**src/rtl/mwms_pkg.sv**
```systemverilog
`timescale 1ns / 1ps
`default_nettype none

package mwms_pkg;

  // Window length; the delay line has one entry per sample in the window.
  localparam int WINDOW = 16;

  localparam int SAMPLE_W = 16;
  localparam int SUM_W    = 24;
  localparam int PROD_W   = 2 * SAMPLE_W;
  localparam int SQ_W     = 39;
  localparam int SD_W     = 24;
  localparam int RAD_W    = 2 * SD_W;
  localparam int REM_W    = SD_W + 2;
  localparam int PTR_W    = (WINDOW > 1) ? $clog2(WINDOW) : 1;
  localparam int STEP_W   = (SD_W > 1) ? $clog2(SD_W) : 1;

  localparam int IN_TDATA_W  = 16;
  localparam int OUT_TDATA_W = 48;

  // Command to the sample history memory. Read and write address the same
  // entry: the oldest sample is read, then overwritten by the new one.
  typedef struct packed {
    logic                       rd_en;
    logic                       wr_en;
    logic [PTR_W-1:0]           addr;
    logic signed [SAMPLE_W-1:0] wr_data;
  } hist_cmd_t;

  typedef struct packed {
    logic             start;
    logic             ack;
    logic [RAD_W-1:0] radicand;
  } sqrt_req_t;

  typedef struct packed {
    logic            valid;
    logic [SD_W-1:0] root;
  } sqrt_rsp_t;

endpackage

`default_nettype wire

```
**src/rtl/mwms_hist.sv**
```systemverilog
`timescale 1ns / 1ps
`default_nettype none

module mwms_hist (
  input  wire logic                                 clk,
  input  wire logic                                 rst_n,
  input  wire mwms_pkg::hist_cmd_t                  cmd,
  output logic signed [mwms_pkg::SAMPLE_W-1:0]      rd_data
);

  logic signed [mwms_pkg::SAMPLE_W-1:0] mem [mwms_pkg::WINDOW];
  logic [mwms_pkg::WINDOW-1:0]          written_r;
  logic signed [mwms_pkg::SAMPLE_W-1:0] rd_word_r;
  logic                                 rd_written_r;

  always_ff @(posedge clk) begin
    if (cmd.wr_en) begin
      mem[cmd.addr] <= cmd.wr_data;
    end
    if (cmd.rd_en) begin
      rd_word_r <= mem[cmd.addr];
    end
  end

  // An entry never written since reset reads as zero.
  always_ff @(posedge clk) begin
    if (!rst_n) begin
      written_r    <= '0;
      rd_written_r <= 1'b0;
    end else begin
      if (cmd.wr_en) begin
        written_r[cmd.addr] <= 1'b1;
      end
      if (cmd.rd_en) begin
        rd_written_r <= written_r[cmd.addr];
      end
    end
  end

  assign rd_data = rd_written_r ? rd_word_r : '0;

endmodule

`default_nettype wire

```
**src/rtl/mwms_isqrt.sv**
```systemverilog
`timescale 1ns / 1ps
`default_nettype none

module mwms_isqrt (
  input  wire logic                clk,
  input  wire logic                rst_n,
  input  wire mwms_pkg::sqrt_req_t req,
  output mwms_pkg::sqrt_rsp_t      rsp
);

  localparam int RW = mwms_pkg::REM_W;

  logic                          busy_r;
  logic                          valid_r;
  logic [mwms_pkg::STEP_W-1:0]   step_r;
  logic [mwms_pkg::RAD_W-1:0]    rad_r;
  logic [RW-1:0]                 rem_r;
  logic [mwms_pkg::SD_W-1:0]     root_r;

  logic [RW+1:0] rem_shift;
  logic [RW+1:0] trial;
  logic          fits;

  // One result bit per cycle: bring down two radicand bits, try 4*root+1.
  assign rem_shift = {rem_r, rad_r[mwms_pkg::RAD_W-1 -: 2]};
  assign trial     = {2'b00, root_r, 2'b01};
  assign fits      = (rem_shift >= trial);

  always_ff @(posedge clk) begin
    if (!rst_n) begin
      busy_r  <= 1'b0;
      valid_r <= 1'b0;
    end else if (req.start) begin
      busy_r  <= 1'b1;
      valid_r <= 1'b0;
    end else if (busy_r && step_r == '0) begin
      busy_r  <= 1'b0;
      valid_r <= 1'b1;
    end else if (req.ack) begin
      valid_r <= 1'b0;
    end
  end

  always_ff @(posedge clk) begin
    if (req.start) begin
      rad_r  <= req.radicand;
      rem_r  <= '0;
      root_r <= '0;
      step_r <= mwms_pkg::STEP_W'(mwms_pkg::SD_W - 1);
    end else if (busy_r) begin
      rad_r  <= {rad_r[mwms_pkg::RAD_W-3:0], 2'b00};
      rem_r  <= fits ? RW'(rem_shift - trial) : RW'(rem_shift);
      root_r <= {root_r[mwms_pkg::SD_W-2:0], fits};
      step_r <= step_r - 1'b1;
    end
  end

  assign rsp.valid = valid_r;
  assign rsp.root  = root_r;

endmodule

`default_nettype wire

```
**src/rtl/moving_window_mean_stddev.sv**
```systemverilog
`timescale 1ns / 1ps
`default_nettype none

// Channel  Direction  tdata (low bit first)                      tuser / tlast
// in_      slave      [15:0] sample (signed)                      none
// out_     master     [23:0] window_sum (signed),                 none
//                     [47:24] scaled_stddev (unsigned)
//
// One sample is processed at a time. On acceptance the history entry is read;
// then the running sum is updated, then the sum of squares and the squared
// sum, then the radicand is formed and passed to the square-root unit, which
// produces one root bit per cycle and sets the rate, and its result is loaded
// into the output register. The next beat can be accepted in the cycle after
// the load, so a new sample is not taken before the last result is loaded.
// Reset clears the sample history through per-entry written flags, so no
// clearing pass is needed. The next sample is taken while a finished result
// still waits in the output register; a result only stalls the block if the
// output register is still full when the next root is ready.

module moving_window_mean_stddev (
  input  wire logic                                 clk,
  input  wire logic                                 rst_n,
  input  wire logic                                 in_tvalid,
  output logic                                      in_tready,
  input  wire logic [mwms_pkg::IN_TDATA_W-1:0]      in_tdata,   // [15:0] sample
  output logic                                      out_tvalid,
  input  wire logic                                 out_tready,
  output logic [mwms_pkg::OUT_TDATA_W-1:0]          out_tdata   // [23:0] window_sum,
                                                                // [47:24] scaled_stddev
);

  typedef enum logic [4:0] {
    S_IDLE  = 5'b00001,
    S_READ  = 5'b00010,
    S_SQSUM = 5'b00100,
    S_NUM   = 5'b01000,
    S_ROOT  = 5'b10000
  } state_t;

  state_t state_r, state_nxt;

  logic [mwms_pkg::PTR_W-1:0]           ptr_r;
  logic signed [mwms_pkg::SAMPLE_W-1:0] x_r;
  logic [mwms_pkg::PROD_W-1:0]          new_sq_r;
  logic [mwms_pkg::PROD_W-1:0]          old_sq_r;
  logic signed [mwms_pkg::SUM_W-1:0]    sum_r;
  logic [mwms_pkg::SQ_W-1:0]            sumsq_r;
  logic [mwms_pkg::RAD_W-1:0]           mag_sq_r;

  logic                                 out_valid_r;
  logic [mwms_pkg::SUM_W-1:0]           out_sum_r;
  logic [mwms_pkg::SD_W-1:0]            out_sd_r;

  logic signed [mwms_pkg::SAMPLE_W-1:0] sample;
  logic signed [mwms_pkg::SAMPLE_W-1:0] old_sample;
  logic signed [mwms_pkg::PROD_W-1:0]   old_prod;
  logic signed [mwms_pkg::PROD_W-1:0]   new_prod;
  logic [mwms_pkg::SUM_W-1:0]           mag;
  logic [mwms_pkg::RAD_W-1:0]           scaled_sumsq;
  logic                                 in_beat;
  logic                                 out_free;
  logic                                 load_out;

  mwms_pkg::hist_cmd_t hist_cmd;
  mwms_pkg::sqrt_req_t sq_req;
  mwms_pkg::sqrt_rsp_t sq_rsp;

  assign sample    = $signed(in_tdata[mwms_pkg::SAMPLE_W-1:0]);
  assign in_tready = (state_r == S_IDLE);
  assign in_beat   = in_tvalid && in_tready;
  assign out_free  = !out_valid_r || out_tready;
  assign load_out  = (state_r == S_ROOT) && sq_rsp.valid && out_free;

  // The oldest entry is read on acceptance and overwritten the next cycle.
  assign hist_cmd.rd_en   = in_beat;
  assign hist_cmd.wr_en   = (state_r == S_READ);
  assign hist_cmd.addr    = ptr_r;
  assign hist_cmd.wr_data = x_r;

  mwms_hist u_hist (
    .clk     (clk),
    .rst_n   (rst_n),
    .cmd     (hist_cmd),
    .rd_data (old_sample)
  );

  assign new_prod = mwms_pkg::PROD_W'(sample) * mwms_pkg::PROD_W'(sample);
  assign old_prod = mwms_pkg::PROD_W'(old_sample) * mwms_pkg::PROD_W'(old_sample);

  // Magnitude of the window sum; the most negative sum maps to 2^23 unsigned.
  assign mag = sum_r[mwms_pkg::SUM_W-1] ? (~sum_r + 1'b1) : sum_r;

  // WINDOW * sum of squares minus sum squared is never negative.
  assign scaled_sumsq = mwms_pkg::RAD_W'(sumsq_r) * mwms_pkg::RAD_W'(mwms_pkg::WINDOW);

  assign sq_req.start    = (state_r == S_NUM);
  assign sq_req.ack      = load_out;
  assign sq_req.radicand = scaled_sumsq - mag_sq_r;

  mwms_isqrt u_isqrt (
    .clk   (clk),
    .rst_n (rst_n),
    .req   (sq_req),
    .rsp   (sq_rsp)
  );

  always_comb begin
    state_nxt = state_r;
    case (state_r)
      S_IDLE:  if (in_beat) begin
        state_nxt = S_READ;
      end
      S_READ:  state_nxt = S_SQSUM;
      S_SQSUM: state_nxt = S_NUM;
      S_NUM:   state_nxt = S_ROOT;
      S_ROOT:  if (load_out) begin
        state_nxt = S_IDLE;
      end
      default: state_nxt = S_IDLE;
    endcase
  end

  always_ff @(posedge clk) begin
    if (!rst_n) begin
      state_r     <= S_IDLE;
      ptr_r       <= '0;
      sum_r       <= '0;
      sumsq_r     <= '0;
      out_valid_r <= 1'b0;
    end else begin
      state_r <= state_nxt;
      if (state_r == S_READ) begin
        sum_r <= sum_r - mwms_pkg::SUM_W'(old_sample) + mwms_pkg::SUM_W'(x_r);
        if (ptr_r == mwms_pkg::PTR_W'(mwms_pkg::WINDOW - 1)) begin
          ptr_r <= '0;
        end else begin
          ptr_r <= ptr_r + 1'b1;
        end
      end
      if (state_r == S_SQSUM) begin
        sumsq_r <= sumsq_r - mwms_pkg::SQ_W'(old_sq_r) + mwms_pkg::SQ_W'(new_sq_r);
      end
      if (load_out) begin
        out_valid_r <= 1'b1;
      end else if (out_tready) begin
        out_valid_r <= 1'b0;
      end
    end
  end

  always_ff @(posedge clk) begin
    if (in_beat) begin
      x_r      <= sample;
      new_sq_r <= $unsigned(new_prod);
    end
    if (state_r == S_READ) begin
      old_sq_r <= $unsigned(old_prod);
    end
    if (state_r == S_SQSUM) begin
      mag_sq_r <= mwms_pkg::RAD_W'(mag) * mwms_pkg::RAD_W'(mag);
    end
    if (load_out) begin
      out_sum_r <= sum_r;
      out_sd_r  <= sq_rsp.root;
    end
  end

  assign out_tvalid = out_valid_r;
  assign out_tdata  = {out_sd_r, out_sum_r};

`ifndef SYNTHESIS
  a_root_only_in_root_state: assert property (@(posedge clk) disable iff (!rst_n)
    sq_rsp.valid |-> state_r == S_ROOT)
    else $error("square-root result present outside the root state");

  a_accept_starts_read: assert property (@(posedge clk) disable iff (!rst_n)
    in_tvalid && in_tready |=> state_r == S_READ && hist_cmd.wr_en)
    else $error("accepted beat did not proceed to the history update");

  a_ptr_in_window: assert property (@(posedge clk) disable iff (!rst_n)
    ptr_r <= mwms_pkg::PTR_W'(mwms_pkg::WINDOW - 1))
    else $error("history pointer beyond the window");

  a_load_shows_result: assert property (@(posedge clk) disable iff (!rst_n)
    load_out |=> out_tvalid && state_r == S_IDLE)
    else $error("finished result not presented on the output");
`endif

endmodule

`default_nettype wire

```
**config.mk**
```make
export PLATFORM = sky130hd
export DESIGN_NAME = moving_window_mean_stddev
export DESIGN_NICKNAME = d
export VERILOG_FILES = /design/src/rtl/mwms_pkg.sv /design/src/rtl/mwms_hist.sv /design/src/rtl/mwms_isqrt.sv /design/src/rtl/moving_window_mean_stddev.sv
export SDC_FILE = /design/constraint.sdc
export NUM_CORES = 2
export LEC_CHECK = 0
export BUFFER_PORTS_ARGS = -buffer_cell sky130_fd_sc_hd__buf_2
export CAP_MARGIN = 5
export CORE_UTILIZATION = 66
export CTS_CLUSTER_SIZE = 10
export DETAILED_ROUTE_END_ITERATION = 10
export PLACE_DENSITY = 0.83
export SLEW_MARGIN = 20
export SYNTH_ARGS = -nofsm -noshare
export SYNTH_HDL_FRONTEND = slang
export SYNTH_SLANG_ARGS = --single-unit
export TNS_END_PERCENT = 20
```
**constraint.sdc**
```tcl
create_clock -name clk -period 11.25 [get_ports clk]
set_clock_uncertainty 0.2 [all_clocks]
set_input_delay 0.5625 -clock clk [delete_from_list [all_inputs] [get_ports clk]]
set_output_delay 0.5625 -clock clk [all_outputs]
set_load 0.01 [all_outputs]
```
==> impl_metrics.json <==
{
  "path_class": "flip-flop to flip-flop",
  "fmax_ghz": 0.0972,
  "drt-total-wl_um": 164000,
  "cts_buffer_depth": 3,
  "peakVddDrop_uv": 446,
  "grt_pass1_vias": 48300,
  "path_max_fanout": 15,
  "worst_slack_ns": 0.959,
  "yosys.area.top_type": "fa_1",
  "slew_violations": 0,
  "netlist_area_mm2": 0.0656,
  "path_clk_slew_ns": 0.06,
  "ant_nets": 0,
  "ys_seq_elements": 638,
  "rrSetupSlack_ns": 0.96,
  "htreeDepth": 3,
  "clkPwrFrac_pct": 19.0,
  "yosysMostFrequentCell": "inv_1",
  "worst_path_largest_cell_delay_ns": 0.80,
  "track_usage_pct": 33.8,
  "numCtsBuffers": 78,
  "status": "completed",
  "dpl_cell_area_mm2": 0.0674,
  "drt_iter0_markers": 4222,
  "drv_cap": 0,
  "final_layout_size_suffix_gt1_share_pct": 5.95,
  "synthTopCellsByCount": "inv_1 (1509), fa_1 (958), nand2_1 (545)",
  "fin_crit_ns": 10.29,
  "post_cts_buffers": 0,
  "pre_cts_ws_ns": 1.19,
  "dp.cells": 7633,
  "ys.flop_type": "edfxtp_1",
  "p_per_area_mw_per_mm2": 182,
  "clk_latency_ns": 0.70,
  "seqPwrFrac_pct": 24.3,
  "ys_types": 97,
  "areaGrowthSynthToFinish_pct": 6.47,
  "sw_frac_of_total_pct": 43.7,
  "cts_tree": "yes",
  "yosysWarnings": 0,
  "synth_cells": 6397,
  "dieArea_mm2": 0.101,
  "synthArstFlopShare_pct": 0,
  "gp_congestion": 0.977,
  "pwr-share-comb_pct": 56.7,
  "p_switching_w": 0.00556,
  "overflow": 0,
  "routedWlPerCell_um": 21.1,
  "dr.pass1.iters": 9,
  "fp.dieH_um": 317,
  "core_mm2": 0.0984,
  "fin_crit_sh_pct": 91.5,
  "num_vias": 45900,
  "initial_utilization_pct": 66.6,
  "total_power_w": 0.0127,
  "yosysTopAreaCellShare_pct": 29.3,
  "final_hold_viol_count": 0,
  "critPathMostFrequentCell": "inv_1",
  "slowest_stage": "xnor2_1",
  "ys_seq_area_share_pct": 27.0,
  "worst_setup_path_end_kind": "flip-flop",
  "hp-start": "out_tready",
  "relSlewSlack_pct": 23.4,
  "final_area_mm2": 0.0698,
  "tightestPinTransition_ns": 1.14,
  "cp-start-kind": "flip-flop",
  "hpwl_um": 127000,
  "startpoint": "sum_r[0]",
  "nets": 7877,
  "cts_root_buf": "clkbuf_16",
  "syn_area_per_cell_um2": 10.2,
  "dieWidth_um": 317,
  "synth_area_leaders": "fa_1 (29%), edfxtp_1 (22%), ha_1 (9.0%)",
  "layout.area.seq_mm2": 0.0177,
  "cp_data_required_time_ns": 11.46,
  "synth-edff-count": 491,
  "multi_input_area_mm2": 0.0415,
  "num_io_pins": 70,
  "timing.rr.start": "sum_r[0]",
  "drc_errors": 0,
  "holdCritPathClass": "input pin to flip-flop",
  "n_fill_cell": 6931,
  "grt_antenna_before_repair": 3,
  "rows": 115,
  "arrival_ns": 10.50,
  "tns_ns": 0,
  "io_buffers": 69,
  "grt_max_degree": 112,
  "setup_violations": 0,
  "rsz0062_at_grt": "no",
  "final_cells": 7771,
  "viasPerCell": 5.91,
  "grt_pass1_wl_um": 260000,
  "leakage_nw": 32.4,
  "clock_sinks": 638,
  "intPower_w": 0.00716
}
## worst paths after layout
check                               endpoint  cells past startpoint
worst max-delay path            mag_sq_r[44]                     30
worst min-delay path              out_tvalid                      3
worst max register to register  mag_sq_r[44]                     30
worst min register to register  out_sd_r[23]                      0
## power by group through the flow
stage,sequential [W],combinational (W),clock [W]
global route,0.00310,0.00792,0.00252
global placement,0.00312,0.00650,0
detailed placement,0.00313,0.00689,0
CTS,0.00308,0.00706,0.00245
floorplan,0.00305,0.00513,0
finish,0.00309,0.00722,0.00242
## layer usage
layer	track usage, %	share of wire [%]	vias to the layer above
met5	0	0.0067	-
met4	17.7	5.9	2
met3	5.76	8.5	537
met2	56.0	48	2306
met1	42.9	38	22500
li1	-	-	20500
## kinds of logic (layout without fill, tap and decap cells)
kind of cell / Yosys count / after routing / synth area share [%]
flip-flops: 638 / 638 / 27.0
AND/OR/NAND/NOR: 1413 / 1413 / 9.99
other: 2 / 19 / 0.0115
buffers and inverters: 1713 / 1783 / 9.86
AO/OA/AOI/OAI: 823 / 823 / 7.94
adder cells (fa/ha/maj): 1430 / 1430 / 38.3
XOR/XNOR: 236 / 236 / 3.15
multiplexers: 142 / 142 / 3.80
## flip-flops by register name, indices dropped and copies added (netlist names), 26 cells and up
register       count
old_sq_r          31
u_hist.mem       256
u_isqrt.rem_r     26
u_isqrt.rad_r     47
new_sq_r          30
mag_sq_r          47
sumsq_r           39
## cell usage in the layout, fill, tap and decap left out, drive strengths merged, types with 147 or more instances in the layout
cell    instances
a21oi         266
dfxtp         147
edfxtp        491
fa            958
ha            472
inv          1516
nand2         549
nor2          356
o21ai         190
xnor2         170
## through the flow
stage | hold WS (ns) | util [%]
after CTS | 0.0255 | 70.9
after floorplan | 0.229 | -
after detailed placement | 0.258 | 68.4
after global routing | 0.0597 | 70.9
after global placement | 0.240 | 68.4
final | 0.0639 | 70.9
## worst max-delay path, delay by kind of cell (launching register included)
| family | cells | cell delay [ns] |
|---|---|---|
| xor+xnor | 1 | 0.80 |
| simple gates | 9 | 1.82 |
| buf+inv | 8 | 1.04 |
| fa+ha+maj | 8 | 3.84 |
| compound gates | 4 | 1.54 |
| flops | 1 | 0.77 |
## timing repair
item / in CTS / in global routing
endpoints found under the hold margin: 1 / 0
hold buffers: 1 / 0
resized for setup: 0 / 0
## cell type report
type / count / share of cell area [%]
Multi-Input combinational cell: 4061 / 59.5
Sequential cell: 638 / 25.4
Inverter: 1520 / 8.18
Clock buffer: 117 / 3.02
Tap cell: 1287 / 2.31
Timing Repair Buffer: 128 / 1.17
Clock inverter: 18 / 0.446
Antenna cell: 2 / 0.00717
(Power assumes the default switching activity.)
